<file path="src/rtl/mac_pkg.sv">
// Shared types and constants of the move-ahead counting predictor.
`default_nettype none

package mac_pkg;

   localparam int KEY_IN_W = 32;
   localparam int CAP_W    = 7;
   localparam int CNT_W    = 17;
   localparam int SLOT_W   = 6;
   localparam int OCC_W    = 7;
   localparam int ADDR_W   = 3;
   localparam int DATA_W   = 32;

   localparam logic [CAP_W-1:0] CAP_MIN       = 7'd2;
   localparam int               CAP_RESET_MAX = 64;
   localparam logic [CNT_W-1:0] LIMIT_RESET   = 17'd16;
   localparam logic [CNT_W-1:0] LIMIT_MIN     = 17'd1;
   localparam logic [CNT_W-1:0] LIMIT_MAX     = 17'd65536;

   typedef enum logic [1:0] {
      ACT_HIT       = 2'd0,
      ACT_HIT_SAT   = 2'd1,
      ACT_MISS_FULL = 2'd2,
      ACT_INSERT    = 2'd3
   } mac_action_type;

   typedef enum logic {
      REG_CAPACITY    = 1'b0,
      REG_COUNT_LIMIT = 1'b1
   } mac_reg_type;

   typedef struct packed {
      logic [CAP_W-1:0] capacity;
      logic [CNT_W-1:0] count_limit;
      logic             cap_load;
   } mac_cfg_type;

endpackage

`default_nettype wire

</file>
<file path="src/rtl/mac_csr.sv">
// Register block of the predictor: capacity and count limit behind an APB-style port.
`default_nettype none

module mac_csr import mac_pkg::*; #(
   parameter int DEPTH = 64
) (
   input  logic              clock,
   input  logic              reset,
   input  logic              psel,
   input  logic              penable,
   input  logic              pwrite,
   input  logic [ADDR_W-1:0] paddr,
   input  logic [DATA_W-1:0] pwdata,
   output logic [DATA_W-1:0] prdata,
   output logic              pready,
   input  logic              queue_empty,
   output mac_cfg_type       cfg
);

   localparam int CAP_RST = (DEPTH < CAP_RESET_MAX) ? DEPTH : CAP_RESET_MAX;

   logic [CAP_W-1:0] capacity_ff;
   logic [CNT_W-1:0] limit_ff;
   logic [CAP_W-1:0] cap_wdata;
   logic [CNT_W-1:0] limit_wdata;
   logic             wr_strobe;
   mac_reg_type      reg_sel;

   assign pready    = 1'b1;
   assign wr_strobe = psel & penable & pwrite;
   assign reg_sel   = mac_reg_type'(paddr[2]);

   // clamp to the legal ranges
   always_comb begin
      if (pwdata[CAP_W-1:0] < CAP_MIN) begin
         cap_wdata = CAP_MIN;
      end else if (32'(pwdata[CAP_W-1:0]) > DEPTH) begin
         cap_wdata = CAP_W'(DEPTH);
      end else begin
         cap_wdata = pwdata[CAP_W-1:0];
      end
      if (pwdata[CNT_W-1:0] < LIMIT_MIN) begin
         limit_wdata = LIMIT_MIN;
      end else if (pwdata[CNT_W-1:0] > LIMIT_MAX) begin
         limit_wdata = LIMIT_MAX;
      end else begin
         limit_wdata = pwdata[CNT_W-1:0];
      end
   end

   always_ff @(posedge clock) begin
      if (reset) begin
         capacity_ff <= CAP_W'(CAP_RST);
         limit_ff    <= LIMIT_RESET;
      end else if (wr_strobe) begin
         case (reg_sel)
            REG_CAPACITY: begin
               if (queue_empty) begin
                  capacity_ff <= cap_wdata;
               end
            end
            REG_COUNT_LIMIT: begin
               limit_ff <= limit_wdata;
            end
            default: begin
            end
         endcase
      end
   end

   always_comb begin
      case (reg_sel)
         REG_CAPACITY:    prdata = DATA_W'(capacity_ff);
         REG_COUNT_LIMIT: prdata = DATA_W'(limit_ff);
         default:         prdata = '0;
      endcase
   end

   assign cfg.capacity    = capacity_ff;
   assign cfg.count_limit = limit_ff;
   assign cfg.cap_load    = wr_strobe && (reg_sel == REG_CAPACITY) && queue_empty;

endmodule

`default_nettype wire

</file>
<file path="src/rtl/move_ahead_counting_predictor_top.sv">
// Top level of the move-ahead counting predictor: entry memory, search sequencer, result register.
//
//   channel   direction   handshake              payload
//   req       in          req_valid / req_ready  req_key
//   rsp       out         rsp_valid / rsp_ready  rsp_action, rsp_slot, rsp_occupancy,
//                                                rsp_is_empty, rsp_is_full
//   csr       in/out      psel / penable / pready paddr, pwdata, prdata
//
// One request at a time. It passes through an accept step, a compare of each valid entry
// (newest first, one memory read per cycle), then the swap, count update, tail decrement
// or insert, and a last step that loads the result; an empty ring skips the compare.
// One entry read per cycle sets the pace.
// Reset (synchronous) clears the pointers, empty flag and result valid at once; the entry
// memory is not cleared, only entries already written are ever compared or used.
// A stalled result waits in its register; the next request is taken meanwhile and holds
// in the last step until the result register frees up.
`default_nettype none

module move_ahead_counting_predictor_top import mac_pkg::*; #(
   parameter int DEPTH     = 64,
   parameter int KEY_WIDTH = 32
) (
   input  logic                clock,
   input  logic                reset,
   // request channel
   input  logic                req_valid,
   output logic                req_ready,
   input  logic [KEY_IN_W-1:0] req_key,
   // result channel
   output logic                rsp_valid,
   input  logic                rsp_ready,
   output logic [1:0]          rsp_action,
   output logic [SLOT_W-1:0]   rsp_slot,
   output logic [OCC_W-1:0]    rsp_occupancy,
   output logic                rsp_is_empty,
   output logic                rsp_is_full,
   // configuration port
   input  logic                psel,
   input  logic                penable,
   input  logic                pwrite,
   input  logic [ADDR_W-1:0]   paddr,
   input  logic [DATA_W-1:0]   pwdata,
   output logic [DATA_W-1:0]   prdata,
   output logic                pready
);

   localparam int IDX_W = (DEPTH > 1) ? $clog2(DEPTH) : 1;
   // wide enough for index + 1 and for the capacity
   localparam int CMP_W = ((IDX_W > CAP_W) ? IDX_W : CAP_W) + 1;
   localparam int ENT_W = KEY_WIDTH + CNT_W;

   typedef enum logic [2:0] {
      ST_IDLE,
      ST_SEARCH,
      ST_MISS,
      ST_SWAP_LO,
      ST_UPDATE,
      ST_TAIL_RD,
      ST_TAIL_WR,
      ST_DONE
   } state_type;

   // ring pointer helpers: indices stay below the capacity
   function automatic logic [IDX_W-1:0] wrap_inc(input logic [IDX_W-1:0] i,
                                                 input logic [CAP_W-1:0] cap);
      logic [CMP_W-1:0] s;
      s = CMP_W'(i) + CMP_W'(1);
      return (s >= CMP_W'(cap)) ? '0 : s[IDX_W-1:0];
   endfunction

   function automatic logic [IDX_W-1:0] wrap_dec(input logic [IDX_W-1:0] i,
                                                 input logic [CAP_W-1:0] cap);
      logic [CMP_W-1:0] c;
      c = CMP_W'(cap) - CMP_W'(1);
      return (i == '0) ? c[IDX_W-1:0] : i - IDX_W'(1);
   endfunction

   function automatic logic [CMP_W-1:0] occupancy(input logic [IDX_W-1:0] head,
                                                  input logic [IDX_W-1:0] tail,
                                                  input logic             empty,
                                                  input logic [CAP_W-1:0] cap);
      logic [CMP_W-1:0] r;
      if (empty) begin
         r = '0;
      end else if (head > tail) begin
         r = CMP_W'(head) - CMP_W'(tail);
      end else begin
         r = CMP_W'(cap) - CMP_W'(tail) + CMP_W'(head);
      end
      return r;
   endfunction

   mac_cfg_type cfg;

   state_type        state_ff;
   logic [IDX_W-1:0] head_ff;
   logic [IDX_W-1:0] tail_ff;
   logic             empty_ff;

   // per-request working registers
   logic [KEY_WIDTH-1:0] key_ff;
   logic [IDX_W-1:0]     cmp_idx_ff;   // slot whose data sits in rd_data_ff
   logic [CMP_W-1:0]     remain_ff;    // entries still to compare after this one
   logic [ENT_W-1:0]     prev_ff;      // entry one place nearer the head
   logic [IDX_W-1:0]     pos_ff;
   logic [IDX_W-1:0]     dst_ff;
   logic [ENT_W-1:0]     upd_ff;
   logic                 sat_ff;
   mac_action_type       action_ff;
   logic [IDX_W-1:0]     slot_ff;

   // result register
   logic                 rsp_valid_ff;
   mac_action_type       rsp_action_ff;
   logic [SLOT_W-1:0]    rsp_slot_ff;
   logic [OCC_W-1:0]     rsp_occ_ff;
   logic                 rsp_empty_ff;
   logic                 rsp_full_ff;

   // entry memory
   logic [ENT_W-1:0] entry_mem_ff [DEPTH];
   logic [ENT_W-1:0] rd_data_ff;
   logic [IDX_W-1:0] rd_addr;
   logic             wr_en;
   logic [IDX_W-1:0] wr_addr;
   logic [ENT_W-1:0] wr_data;

   logic [63:0]          key_wide;
   logic [KEY_WIDTH-1:0] key_masked;
   logic [KEY_WIDTH-1:0] rd_key;
   logic [CNT_W-1:0]     rd_cnt;
   logic [CNT_W-1:0]     tail_dec;
   logic [IDX_W-1:0]     newest_idx;
   logic [IDX_W-1:0]     tail_next;
   logic [CMP_W-1:0]     occ_now;
   logic                 full_now;
   logic                 hit;
   logic                 hit_sat;
   logic                 hit_swap;
   logic [CMP_W-1:0]     slot_wide;

   mac_csr #(
      .DEPTH (DEPTH)
   ) u_csr (
      .clock       (clock),
      .reset       (reset),
      .psel        (psel),
      .penable     (penable),
      .pwrite      (pwrite),
      .paddr       (paddr),
      .pwdata      (pwdata),
      .prdata      (prdata),
      .pready      (pready),
      .queue_empty (empty_ff),
      .cfg         (cfg)
   );

   // keep only the low KEY_WIDTH bits of the key
   assign key_wide   = 64'(req_key);
   assign key_masked = key_wide[KEY_WIDTH-1:0];

   assign rd_key     = rd_data_ff[ENT_W-1:CNT_W];
   assign rd_cnt     = rd_data_ff[CNT_W-1:0];
   assign tail_dec   = (rd_cnt != '0) ? rd_cnt - CNT_W'(1) : '0;
   assign newest_idx = wrap_dec(head_ff, cfg.capacity);
   assign tail_next  = wrap_inc(tail_ff, cfg.capacity);
   assign occ_now    = occupancy(head_ff, tail_ff, empty_ff, cfg.capacity);
   assign full_now   = !empty_ff && (head_ff == tail_ff);
   assign hit        = (rd_key == key_ff);
   assign hit_sat    = (rd_cnt >= cfg.count_limit);
   assign hit_swap   = (cmp_idx_ff != newest_idx);
   assign slot_wide  = CMP_W'(slot_ff);

   assign req_ready  = (state_ff == ST_IDLE);

   // read address: newest entry while idle, next older one while searching, tail entry otherwise
   always_comb begin
      case (state_ff)
         ST_IDLE:   rd_addr = newest_idx;
         ST_SEARCH: rd_addr = wrap_dec(cmp_idx_ff, cfg.capacity);
         default:   rd_addr = tail_ff;
      endcase
   end

   always_comb begin
      wr_en   = 1'b0;
      wr_addr = tail_ff;
      wr_data = rd_data_ff;
      case (state_ff)
         ST_SWAP_LO: begin
            wr_en   = 1'b1;
            wr_addr = pos_ff;
            wr_data = prev_ff;
         end
         ST_UPDATE: begin
            wr_en   = 1'b1;
            wr_addr = dst_ff;
            wr_data = upd_ff;
         end
         ST_TAIL_WR: begin
            wr_en   = 1'b1;
            wr_addr = tail_ff;
            wr_data = {rd_key, tail_dec};
         end
         ST_MISS: begin
            wr_en   = !full_now;
            wr_addr = head_ff;
            wr_data = {key_ff, CNT_W'(1)};
         end
         default: begin
         end
      endcase
   end

   always_ff @(posedge clock) begin
      if (wr_en) begin
         entry_mem_ff[wr_addr] <= wr_data;
      end
      rd_data_ff <= entry_mem_ff[rd_addr];
   end

   always_ff @(posedge clock) begin
      if (reset) begin
         state_ff     <= ST_IDLE;
         head_ff      <= '0;
         tail_ff      <= '0;
         empty_ff     <= 1'b1;
         rsp_valid_ff <= 1'b0;
      end else begin
         // in the last step the result register is either kept or reloaded
         if (rsp_ready && (state_ff != ST_DONE)) begin
            rsp_valid_ff <= 1'b0;
         end
         if (cfg.cap_load) begin
            head_ff <= '0;
            tail_ff <= '0;
         end
         case (state_ff)
            ST_IDLE: begin
               if (req_valid) begin
                  key_ff     <= key_masked;
                  cmp_idx_ff <= newest_idx;
                  remain_ff  <= occ_now - CMP_W'(1);
                  state_ff   <= (occ_now == '0) ? ST_MISS : ST_SEARCH;
               end
            end
            ST_SEARCH: begin
               if (hit) begin
                  pos_ff    <= cmp_idx_ff;
                  dst_ff    <= hit_swap ? wrap_inc(cmp_idx_ff, cfg.capacity) : cmp_idx_ff;
                  slot_ff   <= hit_swap ? wrap_inc(cmp_idx_ff, cfg.capacity) : cmp_idx_ff;
                  upd_ff    <= {key_ff, hit_sat ? rd_cnt : rd_cnt + CNT_W'(1)};
                  sat_ff    <= hit_sat;
                  action_ff <= hit_sat ? ACT_HIT_SAT : ACT_HIT;
                  state_ff  <= hit_swap ? ST_SWAP_LO : ST_UPDATE;
               end else if (remain_ff == '0) begin
                  state_ff <= ST_MISS;
               end else begin
                  prev_ff    <= rd_data_ff;
                  cmp_idx_ff <= wrap_dec(cmp_idx_ff, cfg.capacity);
                  remain_ff  <= remain_ff - CMP_W'(1);
               end
            end
            ST_MISS: begin
               if (full_now) begin
                  action_ff <= ACT_MISS_FULL;
                  slot_ff   <= '0;
                  state_ff  <= ST_TAIL_RD;
               end else begin
                  action_ff <= ACT_INSERT;
                  slot_ff   <= head_ff;
                  head_ff   <= wrap_inc(head_ff, cfg.capacity);
                  empty_ff  <= 1'b0;
                  state_ff  <= ST_DONE;
               end
            end
            ST_SWAP_LO: begin
               state_ff <= ST_UPDATE;
            end
            ST_UPDATE: begin
               state_ff <= sat_ff ? ST_TAIL_RD : ST_DONE;
            end
            ST_TAIL_RD: begin
               state_ff <= ST_TAIL_WR;
            end
            ST_TAIL_WR: begin
               // a count that reaches zero retires the tail entry
               if (tail_dec == '0) begin
                  tail_ff <= tail_next;
                  if (tail_next == head_ff) begin
                     empty_ff <= 1'b1;
                  end
               end
               state_ff <= ST_DONE;
            end
            ST_DONE: begin
               if (!rsp_valid_ff || rsp_ready) begin
                  rsp_valid_ff  <= 1'b1;
                  rsp_action_ff <= action_ff;
                  rsp_slot_ff   <= slot_wide[SLOT_W-1:0];
                  rsp_occ_ff    <= occ_now[OCC_W-1:0];
                  rsp_empty_ff  <= empty_ff;
                  rsp_full_ff   <= full_now;
                  state_ff      <= ST_IDLE;
               end
            end
            default: begin
               state_ff <= ST_IDLE;
            end
         endcase
      end
   end

   assign rsp_valid     = rsp_valid_ff;
   assign rsp_action    = rsp_action_ff;
   assign rsp_slot      = rsp_slot_ff;
   assign rsp_occupancy = rsp_occ_ff;
   assign rsp_is_empty  = rsp_empty_ff;
   assign rsp_is_full   = rsp_full_ff;

endmodule

`default_nettype wire

</file>
<file path="config.mk">
export PLATFORM = sky130hd
export DESIGN_NAME = move_ahead_counting_predictor_top
export DESIGN_NICKNAME = d
export VERILOG_FILES = /design/src/rtl/mac_pkg.sv /design/src/rtl/mac_csr.sv /design/src/rtl/move_ahead_counting_predictor_top.sv
export SDC_FILE = /design/constraint.sdc
export NUM_CORES = 2
export LEC_CHECK = 0
export ABC_AREA = 1
export ABC_CLOCK_PERIOD_IN_PS = 6020
export BUFFER_PORTS_ARGS = -buffer_cell sky130_fd_sc_hd__clkbuf_2
export CAP_MARGIN = 20
export CORE_UTILIZATION = 60
export DETAILED_ROUTE_END_ITERATION = 12
export MAX_ROUTING_LAYER = met4
export PLACE_DENSITY = 0.76
export SYNTH_ARGS = -nofsm -noshare
export SYNTH_HDL_FRONTEND = slang
export SYNTH_HIERARCHICAL = 1
export SYNTH_SLANG_ARGS = --single-unit
</file>
<file path="constraint.sdc">
create_clock -name clock -period 6.02 [get_ports clock]
set_input_delay 1.204 -clock clock [delete_from_list [all_inputs] [get_ports clock]]
set_output_delay 1.204 -clock clock [all_outputs]
set_load 0.01 [all_outputs]
</file>
==> results_dict.tcl <==
set metrics [dict create \
    io_pins 126 \
    stdcell_count 17365 \
    clk_pin_slew_ns 0.06 \
    maxSlewViolCount 0 \
    synth.cell_area_mm2 0.1523 \
    p_seq_frac 0.335 \
    final_nets 13877 \
    cts_tree "yes" \
    final-hold-violation-count 0 \
    clockPowerShare 0.217 \
    tns_ns 0 \
    track_usage 0.3646 \
    cts.sinks 3408 \
    dp.cells 16716 \
    post_drt_via_cell_ratio 6.306 \
    dieArea_mm2 0.2559 \
    synth_cell_type_count 57 \
    critPathMaxFanout 38 \
    wl_per_cell_um 26.34 \
    r2r-start "state_ff[2]$_SDFFE_PP0P_" \
    clk_path_buf_depth 4 \
    crit_path_max_incr_delay_ns 0.87 \
    fmax_mhz 190.8 \
    num_rows 184 \
    cts_setup_buffers 0 \
    core_mm2 0.2519 \
    ys_dominant_reg_cell "edfxtp_1" \
    synth_top_area_share 0.6540 \
    ir_drop_mv 0.6576 \
    vias 109505 \
    syn_inst 13861 \
    p_int_uw 56950 \
    dpl_cell_area_mm2 0.1573 \
    place_congestion 0.9033 \
    cts_made_buffers 357 \
    holdWs_ns 0.3770 \
    initial_core_util 0.6049 \
    fin_crit_sh 0.8708 \
    grt_overflow 0 \
    wl_mm 457.4 \
    ys_ff_latch 3408 \
    first_pass_iters 9 \
    die_w_um 505.9 \
    antenna_found_initial 14 \
    arrival_ns 5.80 \
    finalInstanceArea_mm2 0.1688 \
    tightest_slew_ns 1.350 \
    fin_crit_ns 5.242 \
    critPathLaunchType "flop" \
    maxCapViolations 0 \
    ctsRootBufferMaster "clkbuf_16" \
    cellPowerDensity_mw_per_mm2 594.4 \
    die_h_um 505.9 \
    synthTopCellsByArea "edfxtp_1 65%, nand3_1 11%, nand3b_1 5.8%" \
    finClkSkew_ns 0.06238 \
    grt_pass1_wl_mm 668.2 \
    drt_iter0_markers 17860 \
    portBuffers 92 \
    yosysSeqAreaShare 0.6658 \
    sw_frac_of_total 0.4323 \
    power_frac_comb 0.448 \
    startpoint "state_ff[2]$_SDFFE_PP0P_" \
    critPathSlowestCell "buf_4" \
    worstSetupPathType "reg2reg" \
    synth.avg_cell_area_um2 10.99 \
    post_cts_resized 0 \
    area_growth_syn_to_layout_pct 10.79 \
    rsz0062_at_grt "false" \
    hold_path_class "in2reg" \
    hpwlAfterDp_mm 236.2 \
    path_cells "inv_2 -> nor2_2 -> inv_2 -> nor2_4 -> nor2_4 -> inv_2 -> o21ai_0 -> o22ai_1 -> inv_1 -> nor2_1 -> inv_1 -> nor2_1 -> nand2_1 -> nor2_4 -> buf_4" \
    leakagePower_uw 0.06564 \
    worstPathRequired_ns 6.58 \
    p_sw_uw 43370 \
    grt_max_degree 203 \
    grt_pass1_vias 106172 \
    slew_headroom 0.1000 \
    outcome "finished clean" \
    ctsHoldBuffers 0 \
    clkLatencyLatePin_ns 0.99 \
    yosysTopAreaCell "edfxtp_1" \
    post-route-drc-count 0 \
    synth_edf_count 3318 \
    worstHoldStart "req_key[1]" \
    htreeDepth 5 \
    finalSetupViolCount 0 \
    final_layout_size_suffix_gt1_frac 0.07617 \
    postRouteAntennaNets 0 \
    end_kind "flop" \
    fillers 17456 \
    yosys_warnings 6 \
    postSynth.asyncResetShare 0 \
]
==> per-layer routing <==
layer / GRT usage / share of wire / wire length (µm)
met5: - / 0 / 0
met4: 0.1968 / 0.061 / 27720
met2: 0.5558 / 0.45 / 208000
met3: 0.08651 / 0.14 / 62680
met1: 0.4527 / 0.35 / 159000
==> area by class of cell <==
type / count / area (µm²) / area share
antenna: 22 / 55.05 / 0.0003262
clock inverter: 173 / 1844 / 0.01093
multi-input combinational: 7571 / 40050 / 0.2373
timing repair buffer: 420 / 4293 / 0.02543
tap: 3348 / 4189 / 0.02482
clock buffer: 448 / 9469 / 0.05610
sequential: 3408 / 101400 / 0.6010
inverter: 1975 / 7451 / 0.04414
==> critical path: cells and delay by family (launching register included) <==
family                 cells  cell delay [ns]
buffers and inverters      6             1.54
flip-flops                 1             0.57
AO/OA/AOI/OAI              2             0.67
AND/OR/NAND/NOR            7             1.91
==> synth_stat cells, drive strengths merged, types with 7 or more instances <==
cell     count
a21oi       65
ha          63
edfxtp    3318
xor2        77
nor3        13
o22ai        8
inv       1971
o21ai       79
clkbuf     258
nor4         9
nor2       215
dfxtp       90
nand3     3445
o2111ai     23
fa           7
xnor2        7
nand4       52
nand3b    1176
buf        663
nand2     2278
==> sequential cells by signal, summed over array words and instances (netlist names), 2 cells and up <==
signal / count
rsp_occupancy: 7
pos_ff: 6
rsp_action: 2
slot_ff: 6
tail_ff: 6
cmp_idx_ff: 6
u_csr/capacity_ff: 7
action_ff: 2
state_ff: 3
remain_ff: 8
u_csr/limit_ff: 17
key_ff: 32
upd_ff: 49
rd_data_ff: 49
rsp_slot: 6
head_ff: 6
dst_ff: 6
entry_mem_ff: 3136
prev_ff: 49
==> path summary, 6_finish.rpt <==
check | cells past startpoint | slack, ns | to
setup / recovery | 15 | 0.78 | entry_mem_ff[25][1]$_DFFE_PP_
setup reg to reg | 15 | 0.78 | entry_mem_ff[25][1]$_DFFE_PP_
hold / removal | 1 | 0.38 | key_ff[1]$_DFFE_PP_
hold reg to reg | 0 | 0.42 | rsp_slot[2]$_DFFE_PP_
==> power groups by stage <==
| stage | Clock, µW | Sequential, µW | Combinational, µW |
|---|---|---|---|
| after global placement | 0 | 34000 | 41700 |
| after floorplan | 0 | 34400 | 28100 |
| after global routing | 22700 | 33700 | 47600 |
| after CTS | 21800 | 33600 | 43400 |
| final | 21800 | 33600 | 44900 |
| after detailed placement | 0 | 34100 | 43000 |
==> through the flow <==
stage,total power [µW],setup slack [ns],utilization
after floorplan,62560,1.343,-
after global placement,75760,1.053,0.6243
after detailed placement,77100,1.022,0.6245
after CTS,98780,0.9912,0.6694
after global routing,104000,0.7015,0.6701
final,100300,0.7779,0.6701
==> placed cells by master, fill, tap and decap left out, types with 5 or more instances in the layout <==
master and instances:
nand3_1 3437, edfxtp_1 3318, nand2_1 2272, inv_1 1949
nand3b_1 1176, clkbuf_16 360, buf_4 219, nor2_1 133
buf_12 106, clkbuf_2 92, dfxtp_1 90, xor2_1 77
clkbuf_1 75, nor2_4 71, o21ai_0 67, a21oi_1 64
ha_1 63, clkinv_1 61, nand4_1 51, clkinv_2 47
bufinv_16 37, o2111ai_4 23, diode_2 22, inv_2 19
clkinvlp_4 16, conb_1 16, clkbuf_8 13, nor2_2 11
nor3_1 11, nor4_1 8, o21ai_1 8, nand3_2 7
xnor2_1 7, o22ai_1 7, fa_1 7, clkinv_4 7
inv_6 6, o21a_1 5, a32o_1 5
==> kinds of logic after synthesis <==
logic type	share of synthesized area
xor+xnor	0.004829
compound gates	0.008238
other cells	0.00004930
flops	0.6658
buf+inv	0.07845
simple gates	0.2365
fa+ha+maj	0.006094
(Power assumes the default switching activity.)
